## config.mk

```make
export PLATFORM = sky130hd
export DESIGN_NAME = at_reply_line_parser_top
export DESIGN_NICKNAME = d
export VERILOG_FILES = /design/src/sv/at_rlp_pkg.sv /design/src/sv/at_rlp_front.sv /design/src/sv/at_rlp_back.sv /design/src/sv/at_reply_line_parser_top.sv
export VERILOG_INCLUDE_DIRS = /design/src /design/src/sv
export SDC_FILE = /design/constraint.sdc
export NUM_CORES = 1
export LEC_CHECK = 0
export ABC_AREA = 1
export BUFFER_PORTS_ARGS = -buffer_cell sky130_fd_sc_hd__buf_2
export CORE_ASPECT_RATIO = 0.75
export CORE_MARGIN = 2
export CORE_UTILIZATION = 40
export CTS_BUF_LIST = sky130_fd_sc_hd__clkbuf_8 sky130_fd_sc_hd__clkbuf_16
export CTS_CLUSTER_SIZE = 16
export DETAILED_ROUTE_END_ITERATION = 16
export PLACE_DENSITY_LB_ADDON = 0.25
export SLEW_MARGIN = 10
export SYNTH_ARGS = -nofsm -noshare
export SYNTH_HDL_FRONTEND = slang
export SYNTH_SLANG_ARGS = --single-unit
```

## constraint.sdc

```tcl
create_clock -name aclk -period 10.91 [get_ports aclk]
set_input_delay 1.091 -clock aclk [delete_from_list [all_inputs] [get_ports aclk]]
set_output_delay 1.091 -clock aclk [all_outputs]
set_load 0.01 [all_outputs]
```

## src/sv/assert_macros.svh

```systemverilog
// ----------------------------------------------------------------------------
// assert_macros.svh
// Concurrent assertion macros used by the parser top, which checks itself.
// ----------------------------------------------------------------------------
`ifndef ASSERT_MACROS_SVH
`define ASSERT_MACROS_SVH

// Same-cycle implication, disabled while reset is asserted.
`define ASSERT_IMPLIES(label, clk, rstn, ante, cons) \
    label: assert property (@(posedge clk) disable iff (!(rstn)) (ante) |-> (cons)) \
        else $error("same-cycle implication violated");

// Next-cycle implication, disabled while reset is asserted.
`define ASSERT_NEXT(label, clk, rstn, ante, cons) \
    label: assert property (@(posedge clk) disable iff (!(rstn)) (ante) |=> (cons)) \
        else $error("next-cycle implication violated");

`endif

```

## src/sv/at_rlp_pkg.sv

```systemverilog
// ----------------------------------------------------------------------------
// at_rlp_pkg
// Types, constants and match tables for the reply line parser.
// ----------------------------------------------------------------------------
package at_rlp_pkg;

    localparam int LINE_BUFFER_BYTES_DEF = 64;
    localparam int FIFO_DEPTH_DEF        = 128;

    localparam int QUEUE_DEPTH = 2;
    localparam int QPTR_W      = 1;
    localparam int QCNT_W      = 2;

    localparam int IP_TEXT_LEN = 11;

    localparam logic [7:0] CHAR_PROMPT = 8'h3E;
    localparam logic [7:0] CHAR_CR     = 8'h0D;
    localparam logic [7:0] CHAR_LF     = 8'h0A;
    localparam logic [7:0] CHAR_NUL    = 8'h00;
    localparam logic [7:0] CHAR_W_UP   = 8'h57;
    localparam logic [7:0] CHAR_O_UP   = 8'h4F;
    localparam logic [7:0] CHAR_K_UP   = 8'h4B;
    localparam logic [7:0] CHAR_A_UP   = 8'h41;
    localparam logic [7:0] CHAR_Z_UP   = 8'h5A;
    localparam logic [7:0] CHAR_L_LO   = 8'h6C;
    localparam logic [7:0] CHAR_E_LO   = 8'h65;
    localparam logic [7:0] CHAR_D_LO   = 8'h64;
    localparam logic [7:0] CHAR_ONE    = 8'h31;
    localparam logic [7:0] CHAR_ZERO   = 8'h30;
    localparam logic [7:0] CASE_OFFSET = 8'h20;

    localparam logic [1:0] LED_CMD_NONE = 2'd0;
    localparam logic [1:0] LED_CMD_ON   = 2'd1;
    localparam logic [1:0] LED_CMD_OFF  = 2'd2;

    // Decoded transaction handed from the front to the back.
    typedef struct packed {
        logic       drain;
        logic       is_prompt;
        logic       is_eol;
        logic       is_nul;
        logic [7:0] data;
    } op_t;

    // Result fields other than the forwarded byte.
    typedef struct packed {
        logic       line_done;
        logic       line_got_ip;
        logic       line_ok;
        logic       prompt_seen;
        logic       in_transparent;
        logic [1:0] led_command;
        logic       overrun_flag;
        logic       fwd_valid;
    } res_t;

    // "WIFI GOT IP", one character per match step.
    function automatic logic [7:0] ip_char(input logic [3:0] idx);
        logic [7:0] c;
        case (idx)
            4'd0:    c = 8'h57;
            4'd1:    c = 8'h49;
            4'd2:    c = 8'h46;
            4'd3:    c = 8'h49;
            4'd4:    c = 8'h20;
            4'd5:    c = 8'h47;
            4'd6:    c = 8'h4F;
            4'd7:    c = 8'h54;
            4'd8:    c = 8'h20;
            4'd9:    c = 8'h49;
            4'd10:   c = 8'h50;
            default: c = 8'h00;
        endcase
        return c;
    endfunction

endpackage

```

## src/sv/at_rlp_front.sv

```systemverilog
// ----------------------------------------------------------------------------
// at_rlp_front
// Accepts input transactions, classifies each byte and queues it for the back.
// ----------------------------------------------------------------------------
module at_rlp_front import at_rlp_pkg::*; (
    input  logic       aclk,
    input  logic       aresetn,
    input  logic       s_valid,
    output logic       s_ready,
    input  logic       s_action,
    input  logic [7:0] s_rx_byte,
    output logic       op_valid,
    input  logic       op_ready,
    output op_t        op
);

    op_t               q_reg [QUEUE_DEPTH];
    logic [QPTR_W-1:0] wr_ptr_reg;
    logic [QPTR_W-1:0] rd_ptr_reg;
    logic [QCNT_W-1:0] count_reg;
    op_t               op_in;
    logic              push;
    logic              pop;

    always_comb begin
        op_in.drain     = s_action;
        op_in.is_prompt = (s_rx_byte == CHAR_PROMPT);
        op_in.is_eol    = (s_rx_byte == CHAR_CR) || (s_rx_byte == CHAR_LF);
        op_in.is_nul    = (s_rx_byte == CHAR_NUL);
        op_in.data      = s_rx_byte;
    end

    assign s_ready  = (count_reg != QCNT_W'(QUEUE_DEPTH));
    assign op_valid = (count_reg != '0);
    assign op       = q_reg[rd_ptr_reg];
    assign push     = s_valid && s_ready;
    assign pop      = op_valid && op_ready;

    always_ff @(posedge aclk) begin
        if (push) begin
            q_reg[wr_ptr_reg] <= op_in;
        end
    end

    always_ff @(posedge aclk) begin
        if (!aresetn) begin
            wr_ptr_reg <= '0;
            rd_ptr_reg <= '0;
            count_reg  <= '0;
        end else begin
            if (push) begin
                wr_ptr_reg <= wr_ptr_reg + 1'b1;
            end
            if (pop) begin
                rd_ptr_reg <= rd_ptr_reg + 1'b1;
            end
            case ({push, pop})
                2'b10:   count_reg <= count_reg + 1'b1;
                2'b01:   count_reg <= count_reg - 1'b1;
                default: count_reg <= count_reg;
            endcase
        end
    end

endmodule

```

## src/sv/at_rlp_back.sv

```systemverilog
// ----------------------------------------------------------------------------
// at_rlp_back
// Executes queued transactions: line matchers, mode, led matcher, forward
// FIFO, and the result register.
// ----------------------------------------------------------------------------
module at_rlp_back import at_rlp_pkg::*; #(
    parameter int LINE_BUFFER_BYTES = LINE_BUFFER_BYTES_DEF,
    parameter int FIFO_DEPTH        = FIFO_DEPTH_DEF
) (
    input  logic       aclk,
    input  logic       aresetn,
    input  logic       op_valid,
    output logic       op_ready,
    input  op_t        op,
    output logic       res_valid,
    input  logic       res_ready,
    output res_t       res,
    output logic [7:0] res_fwd_byte
);

    localparam int LEN_W = $clog2(LINE_BUFFER_BYTES);
    localparam int PTR_W = $clog2(FIFO_DEPTH);

    localparam logic [1:0] LED_S_IDLE = 2'd0;
    localparam logic [1:0] LED_S_L    = 2'd1;
    localparam logic [1:0] LED_S_LE   = 2'd2;
    localparam logic [1:0] LED_S_LED  = 2'd3;

    logic             mode_reg,    mode_next;
    logic [LEN_W-1:0] len_reg,     len_next;
    logic [3:0]       ip_prog_reg, ip_prog_next;
    logic             ip_found_reg, ip_found_next;
    logic             ok_prog_reg, ok_prog_next;
    logic             ok_found_reg, ok_found_next;
    logic             nul_reg,     nul_next;
    logic [1:0]       led_reg,     led_next;
    logic [PTR_W-1:0] head_reg,    head_next;
    logic [PTR_W-1:0] tail_reg,    tail_next;
    logic             ovr_reg,     ovr_next;
    logic             res_valid_reg;
    res_t             res_reg,     res_next;
    logic [7:0]       rd_data_reg;
    logic [7:0]       mem [FIFO_DEPTH];

    logic             adv;
    logic             fire;
    logic             we;
    logic             re;
    logic [LEN_W:0]   len_inc;
    logic [PTR_W-1:0] head_inc;
    logic [PTR_W-1:0] tail_inc;
    logic [7:0]       folded;

    assign adv      = !res_valid_reg || res_ready;
    assign op_ready = adv;
    assign fire     = op_valid && adv;
    assign len_inc  = {1'b0, len_reg} + 1'b1;
    assign head_inc = (head_reg == PTR_W'(FIFO_DEPTH - 1)) ? '0 : head_reg + 1'b1;
    assign tail_inc = (tail_reg == PTR_W'(FIFO_DEPTH - 1)) ? '0 : tail_reg + 1'b1;
    assign folded   = ((op.data >= CHAR_A_UP) && (op.data <= CHAR_Z_UP)) ?
                      op.data + CASE_OFFSET : op.data;

    always_comb begin
        mode_next     = mode_reg;
        len_next      = len_reg;
        ip_prog_next  = ip_prog_reg;
        ip_found_next = ip_found_reg;
        ok_prog_next  = ok_prog_reg;
        ok_found_next = ok_found_reg;
        nul_next      = nul_reg;
        led_next      = led_reg;
        head_next     = head_reg;
        tail_next     = tail_reg;
        ovr_next      = ovr_reg;
        we            = 1'b0;
        re            = 1'b0;
        res_next      = '0;

        if (op.drain) begin
            if (tail_reg != head_reg) begin
                re                 = 1'b1;
                tail_next          = tail_inc;
                res_next.fwd_valid = 1'b1;
            end
        end else if (mode_reg) begin
            case (led_reg)
                LED_S_IDLE: led_next = (folded == CHAR_L_LO) ? LED_S_L : LED_S_IDLE;
                LED_S_L: begin
                    led_next = (folded == CHAR_E_LO) ? LED_S_LE :
                               ((folded == CHAR_L_LO) ? LED_S_L : LED_S_IDLE);
                end
                LED_S_LE: begin
                    led_next = (folded == CHAR_D_LO) ? LED_S_LED :
                               ((folded == CHAR_L_LO) ? LED_S_L : LED_S_IDLE);
                end
                default: begin
                    if (folded == CHAR_ONE) begin
                        res_next.led_command = LED_CMD_ON;
                    end else if (folded == CHAR_ZERO) begin
                        res_next.led_command = LED_CMD_OFF;
                    end
                    led_next = (folded == CHAR_L_LO) ? LED_S_L : LED_S_IDLE;
                end
            endcase
            if (head_inc != tail_reg) begin
                we        = 1'b1;
                head_next = head_inc;
            end else begin
                ovr_next  = 1'b1;
            end
        end else if (op.is_prompt || op.is_eol ||
                     (len_inc >= (LEN_W + 1)'(LINE_BUFFER_BYTES - 1))) begin
            if (op.is_prompt) begin
                mode_next            = 1'b1;
                res_next.prompt_seen = 1'b1;
            end else if (op.is_eol && (len_reg != '0)) begin
                res_next.line_done   = 1'b1;
                res_next.line_got_ip = ip_found_reg;
                res_next.line_ok     = ok_found_reg;
            end
            len_next      = '0;
            ip_prog_next  = '0;
            ip_found_next = 1'b0;
            ok_prog_next  = 1'b0;
            ok_found_next = 1'b0;
            nul_next      = 1'b0;
        end else begin
            len_next = len_inc[LEN_W-1:0];
            if (!nul_reg) begin
                if (op.is_nul) begin
                    nul_next = 1'b1;
                end else begin
                    if (!ip_found_reg) begin
                        if ((ip_prog_reg < 4'(IP_TEXT_LEN)) &&
                            (op.data == ip_char(ip_prog_reg))) begin
                            ip_prog_next = ip_prog_reg + 1'b1;
                        end else begin
                            ip_prog_next = (op.data == CHAR_W_UP) ? 4'd1 : 4'd0;
                        end
                        ip_found_next = (ip_prog_next >= 4'(IP_TEXT_LEN));
                    end
                    if (!ok_found_reg) begin
                        if (ok_prog_reg && (op.data == CHAR_K_UP)) begin
                            ok_found_next = 1'b1;
                        end else begin
                            ok_prog_next  = (op.data == CHAR_O_UP);
                        end
                    end
                end
            end
        end

        res_next.in_transparent = mode_next;
        res_next.overrun_flag   = ovr_next;
    end

    always_ff @(posedge aclk) begin
        if (fire && we) begin
            mem[head_reg] <= op.data;
        end
        if (fire && re) begin
            rd_data_reg <= mem[tail_reg];
        end
    end

    always_ff @(posedge aclk) begin
        if (adv) begin
            res_reg <= res_next;
        end
    end

    always_ff @(posedge aclk) begin
        if (!aresetn) begin
            mode_reg      <= 1'b0;
            len_reg       <= '0;
            ip_prog_reg   <= '0;
            ip_found_reg  <= 1'b0;
            ok_prog_reg   <= 1'b0;
            ok_found_reg  <= 1'b0;
            nul_reg       <= 1'b0;
            led_reg       <= LED_S_IDLE;
            head_reg      <= '0;
            tail_reg      <= '0;
            ovr_reg       <= 1'b0;
            res_valid_reg <= 1'b0;
        end else begin
            if (adv) begin
                res_valid_reg <= op_valid;
            end
            if (fire) begin
                mode_reg     <= mode_next;
                len_reg      <= len_next;
                ip_prog_reg  <= ip_prog_next;
                ip_found_reg <= ip_found_next;
                ok_prog_reg  <= ok_prog_next;
                ok_found_reg <= ok_found_next;
                nul_reg      <= nul_next;
                led_reg      <= led_next;
                head_reg     <= head_next;
                tail_reg     <= tail_next;
                ovr_reg      <= ovr_next;
            end
        end
    end

    assign res_valid    = res_valid_reg;
    assign res          = res_reg;
    assign res_fwd_byte = res_reg.fwd_valid ? rd_data_reg : 8'h00;

endmodule

```

## src/sv/at_reply_line_parser_top.sv

```systemverilog
// ----------------------------------------------------------------------------
// at_reply_line_parser_top
// Modem reply line parser with transparent-mode forward FIFO.
// ----------------------------------------------------------------------------
// Every accepted transaction returns exactly one result. The block takes one
// transaction per clock cycle while s_ready is high; a result passes through
// the queue and then the back's result register before it is offered on the
// m_ channel. A two-entry queue decouples the classifying front from the
// executing back, and the back's result register takes a new result as the
// waiting one is taken; the rate is set by the back, which completes one
// transaction per cycle unless a result waits untaken, reading or writing the
// forward FIFO memory, never both for one transaction. When m_ready stays low
// the queue fills and s_ready drops after two more transactions. The forward
// FIFO holds FIFO_DEPTH - 1 bytes and needs no clearing after reset.
// ----------------------------------------------------------------------------
`include "assert_macros.svh"

module at_reply_line_parser_top import at_rlp_pkg::*; #(
    parameter int LINE_BUFFER_BYTES = LINE_BUFFER_BYTES_DEF,
    parameter int FIFO_DEPTH        = FIFO_DEPTH_DEF
) (
    input  logic       aclk,
    input  logic       aresetn,
    input  logic       s_valid,
    output logic       s_ready,
    input  logic       s_action,
    input  logic [7:0] s_rx_byte,
    output logic       m_valid,
    input  logic       m_ready,
    output logic       m_line_done,
    output logic       m_line_got_ip,
    output logic       m_line_ok,
    output logic       m_prompt_seen,
    output logic       m_in_transparent,
    output logic [1:0] m_led_command,
    output logic       m_overrun_flag,
    output logic       m_fwd_valid,
    output logic [7:0] m_fwd_byte
);

    logic op_valid;
    logic op_ready;
    op_t  op;
    res_t res;

    at_rlp_front u_front (
        .aclk      (aclk),
        .aresetn   (aresetn),
        .s_valid   (s_valid),
        .s_ready   (s_ready),
        .s_action  (s_action),
        .s_rx_byte (s_rx_byte),
        .op_valid  (op_valid),
        .op_ready  (op_ready),
        .op        (op)
    );

    at_rlp_back #(
        .LINE_BUFFER_BYTES (LINE_BUFFER_BYTES),
        .FIFO_DEPTH        (FIFO_DEPTH)
    ) u_back (
        .aclk         (aclk),
        .aresetn      (aresetn),
        .op_valid     (op_valid),
        .op_ready     (op_ready),
        .op           (op),
        .res_valid    (m_valid),
        .res_ready    (m_ready),
        .res          (res),
        .res_fwd_byte (m_fwd_byte)
    );

    assign m_line_done      = res.line_done;
    assign m_line_got_ip    = res.line_got_ip;
    assign m_line_ok        = res.line_ok;
    assign m_prompt_seen    = res.prompt_seen;
    assign m_in_transparent = res.in_transparent;
    assign m_led_command    = res.led_command;
    assign m_overrun_flag   = res.overrun_flag;
    assign m_fwd_valid      = res.fwd_valid;

    `ASSERT_NEXT(a_mode_sticky, aclk, aresetn, m_valid && m_ready && m_in_transparent, !m_valid || m_in_transparent)
    `ASSERT_NEXT(a_overrun_sticky, aclk, aresetn, m_valid && m_ready && m_overrun_flag, !m_valid || m_overrun_flag)
    `ASSERT_IMPLIES(a_line_flags, aclk, aresetn, m_valid && (m_line_got_ip || m_line_ok), m_line_done && !m_in_transparent && !m_fwd_valid)
    `ASSERT_IMPLIES(a_led_mode, aclk, aresetn, m_valid && (m_led_command != LED_CMD_NONE), m_in_transparent && !m_prompt_seen)

endmodule

```

### After elaboration in Yosys (flattened, before gate mapping)

Memories as Yosys holds them, arrays and structs flattened. A register that Yosys moved wholly into a read port is not among the register bits.
Cells that the tools add are included.

* RAM bits: 1048
* bits in read-only memories: 112
* input port bits: 13
* logic and storage cells: 169
* register bits: 46
* output and inout port bits: 19
* memories kept: 3

* order comparisons: 5
* equal/unequal tests: 26
* bitwise operators: 4
* reduce and logical (&&, ||, !) cells: 30
* add/sub/neg operators: 9
* muxes and demuxes: 68

Memory list
* u_back.mem: depth 128, bits a word 8, rd ports 1, clocked after memory_dff 1, wr ports 1, line at_rlp_back.sv:43 `logic [7:0] mem [FIFO_DEPTH];`
* (no name shown): depth 16, bits a word 7, rd ports 1, clocked after memory_dff 1, wr ports 0, line at_rlp_pkg.sv:60 `case (idx)`
* u_front.q_reg: depth 2, bits a word 12, rd ports 1, clocked after memory_dff 1, wr ports 1, line at_rlp_front.sv:17 `op_t q_reg [QUEUE_DEPTH];`

Operators by type and width (count)
* 8-bit two-way mux: 8
* 4-bit two-way mux: 13
* 8-bit by 7-bit equality test with 1-bit output (second input constant): 6
* 1-bit two-way mux: 38
* 8-bit by 6-bit equality test with 1-bit output (second input constant): 3
* 8-bit by 4-bit equality test with 1-bit output (second input constant): 2
* 7-bit by 1-bit adder with 7-bit output (second input constant): 2
* 7-bit equality test (second input constant): 2
* 7-bit two-way mux: 2
* 7-bit inequality test: 2
* 5-bit OR reduction: 2
* 3-bit AND reduction: 3
* 8-bit by 6-bit adder with 8-bit output (second input constant): 1
* 8-bit equality test: 1
* 8-bit by 7-bit greater-or-equal comparator with 1-bit output (second input constant): 1
* 8-bit by 7-bit less-or-equal comparator with 1-bit output (second input constant): 1
* 1-bit logical AND: 8
* 8-bit zero test: 1
* 2-bit inequality test (second input constant): 4
* 2-bit case mux with 2 select lines: 2
* 6-bit by 1-bit adder with 7-bit output (second input constant): 1
* 7-bit by 6-bit greater-or-equal comparator with 1-bit output (second input constant): 1
* 7-bit AND reduction: 1
* 2-bit two-way mux: 3
* other kinds (23): 34

### Logic depth before layout (Yosys ltp)

* word-level depth: 21
* gate-level depth with buffers: 21
* depth with buffers taken out: 19

### Cells and area by module

From an unflattened synthesis, not the netlist that was laid out.

* cells, all modules: 3695
* area, all modules: 45202.1 um^2

Modules (own cells, without submodules)
* at_rlp_back: instances 1, seq. area each 32060.7 um^2, cells an instance 3606, area each 43964.7 um^2
* at_rlp_front: instances 1, seq. area each 820.8 um^2, cells an instance 89, area each 1237.4 um^2

### Least setup slack after synthesis

OpenSTA, ideal clock, no wires.

* path kind: reg-to-reg
* from: reg with a tool-made name
* to: reg with a tool-made name
* buffers on the path: 2
* library setup time: 0.122 ns
* cell stages (with the launch flop): 14
* data required time: 10.788 ns
* path slack: 3.205 ns
* clock period less this slack: 7.705 ns
* arrival: 7.583 ns
* cell sequence: dfxtp_1 > buf_4 > buf_6 > o21ai_0 > nand2_1 > nor3_1 > nand3_1 > nand2_1 > nand3_1 > nand2_1 > nand3_1 > ha_1 > nand3_1 > o21ai_0

==> metrics.cfg <==
[run_status]
outcome = finished, final reports clean

[routing]
avgRoutedWirePerCell_um = 24.8
vias = 29800
via_per_inst = 5.79
met2WireLength_mm = 54.2
route.met3.wl_mm = 12.3
wl_mm = 127
drtIter0Drc = 4104
met1_length_mm = 58.5
final_antenna_net_count = 0
drc = 0
dr.pass1.iters = 6
topRoutingLayerUsed = met4

[sta]
rsz0062_at_grt = no
worstMarginPinSlew_ns = 1.14
fmax_mhz = 194
relSlewSlack = 0.241
hold_viol = 0
clock_skew_ns = 0.0255
tns_ns = 0
slew_viol_final = 0
period_needed_ns = 5.16
min_period_over_period = 0.473
final-setup-viol-count = 0

[synth]
synth_top_area_share = 0.712
synth-edff-count = 1065
syn_area_per_cell_um2 = 12.3
synthTopCellsByArea = edfxtp_1 (71%), nor2_1 (6.3%), o21ai_0 (6.0%)
async_reset_ff_frac = 0
syn-instance-count = 3662
synth_flop_cell = edfxtp_1
synth_area_leader_cell = edfxtp_1
ys_types = 42
synth-seq-area-share = 0.732
ys_ff_latch = 1110
syn_area_um2 = 44900
syn_nets = 3692
ys_warn_count = 0

[worst_setup_path]
regToRegSetupSlack_ns = 5.75
path_max_fanout = 19
criticalPathCategory = reg -> reg
end_kind = flip-flop
cp-start-kind = flip-flop
worstRegToRegCells = 10
r2r-end = u_back.mem[54][1]$_DFFE_PP_
arrival_ns = 5.47
cp.required_ns = 11.22

[worst_hold_path]
hold_path.class = reg -> reg
holdPathStages = 1
hp-start = u_front.rd_ptr_reg$_SDFFE_PN0P_

[layout]
final_core_util = 0.445
syn_to_final_growth_pct = 10.4
fillers = 10100
final_nets = 3629
largest_reg_flops = 1024
drive_gt1_frac = 0.0711
diodes = 0

[power]
leakagePower_uw = 0.0163
max-vdd-ir-drop_mv = 0.201
p_int_uw = 7670
netSwitchingFraction = 0.311
clkPwrFrac = 0.319
p_per_area_nw_per_um2 = 224
switchingPower_uw = 3460
combPwrFrac = 0.196
seq_power_share = 0.484

[run]
cap_violations = 0

[grt]
grt-ovfl-total = 0
grt_first_pass_wirelength_mm = 187
antenna_found_initial = 0
grt_max_degree = 210
grt_pass1_vias = 28000
grt_util_all_layers = 0.219

[floorplan]
start_util = 0.403
num_rows = 106
coreArea_um2 = 111000
boundaryPins = 32
die_area_um2 = 115000
die_x_um = 391
die_h_um = 294

[clock_tree]
cts_setup_buffers = 0
path_clk_slew_ns = 0.07
numCtsBuffers = 103
cts_hold_buf = 0
ctsResizeCount = 0
h-tree-depth = 3
root_buffer = clkbuf_16
cts_tree = built
clk_path_buf_depth = 3
clock_sinks = 1110
clock_latency_ns = 0.70

[placed_design]
dp_hpwl_mm = 73.8
io_buffers = 31
gp_congestion = 0.862

[cells in the mapped netlist (all sizes together), types with 45 or more instances]
cell	n
nand2	322
nand3	163
o22ai	152
nor2	757
edfxtp	1065
clkbuf	193
inv	99
o211ai	60
a21oi	52
dfxtp	45
o21ai	546
o221ai	68
[layout by cell type (no fill, tap or decap), drive strengths merged]
master / instances
a21oi: 52
o2111a: 1
nand3b: 3
bufinv: 8
ha: 17
nor3: 10
clkinv: 42
nor3b: 1
nand2: 322
nor2: 757
o22ai: 152
o211ai: 60
clkinvlp: 7
edfxtp: 1065
nand4: 35
clkbuf: 107
o21ai: 546
xnor2: 2
o21bai: 1
o221ai: 68
inv: 126
nor4: 3
o31ai: 1
nand3: 163
xor2: 14
o21a: 1
a211oi: 3
and3: 1
buf: 68
dfxtp: 45
or2: 3
[layer usage]
layer | vias to the layer above | global-route usage
met5 | - | 0
met4 | 0 | 0.0457
met3 | 151 | 0.0476
met2 | 1407 | 0.311
met1 | 14900 | 0.341
li1 | 13300 | -
[cells by family (layout without fill, tap and decap cells)]
| logic type | Yosys count | in the layout | synth area share |
|---|---|---|---|
| AOI/OAI and AO/OA | 885 | 885 | 0.113 |
| xor gates and xnor gates | 16 | 16 | 0.00312 |
| and+or+nand+nor | 1298 | 1298 | 0.118 |
| buffers and inverters | 336 | 358 | 0.0301 |
| adders and majority gates | 17 | 17 | 0.00473 |
| DFF | 1110 | 1110 | 0.732 |
[power by group through the flow]
stage                     sequential [uW]  clock (uW)  combinational (uW)
after floorplan                      5530           0                1160
after global placement               5480           0                2170
after detailed placement             5480           0                2170
after CTS                            5390        3590                2170
after global routing                 5400        3760                2360
final                                5390        3560                2180
[stage by stage]
step           std cells  power, uW  hold WS [ns]  worst slack, ns  instance area [um^2]
2_1_floorplan       3662       6690         0.426             3.20                 44900
3_3_place_gp        4952       7650         0.438             5.82                 46300
3_5_place_dp        4952       7660         0.452             5.64                 46300
4_1_cts             5142      11200         0.472             5.74                 49600
5_1_grt             5142      11500         0.491             5.41                 49600
6_report            5142      11100         0.474             5.75                 49600
[worst max path at each step]
stage,start,to,cells after the start,slack (ns)
floorplan,flip-flop,flip-flop,13,3.20
global route,flip-flop,u_back.mem[54][1]$_DFFE_PP_,10,5.41
CTS,flip-flop,u_back.mem[54][1]$_DFFE_PP_,10,5.74
finish,flip-flop,u_back.mem[54][1]$_DFFE_PP_,10,5.75
global placement,m_ready,u_back.mem[14][7]$_DFFE_PP_,9,5.82
detailed placement,m_ready,u_back.mem[54][1]$_DFFE_PP_,9,5.64
[area by class of cell]
cell class                 count  area [um^2]  area share
inverter                     100          390     0.00787
timing repair buffer          68          470     0.00948
clock buffer                 107         2680      0.0540
sequential                  1110        32900       0.663
multi-input combinational   2216        10800       0.217
tap                         1458         1820      0.0368
clock inverter                83          598      0.0121
[critical path: stages, from the launching register on]
cell and delay [ns]:
dfxtp_1 0.80, inv_2 0.25, nand2_1 0.14, nand2_1 0.11, nor2_1 0.19, inv_2 0.07
nor2_2 0.36, inv_1 0.23, a21oi_2 0.76, nand3_2 0.95, nor2_1 0.89
Note: power is estimated with default switching activity, not from simulation.
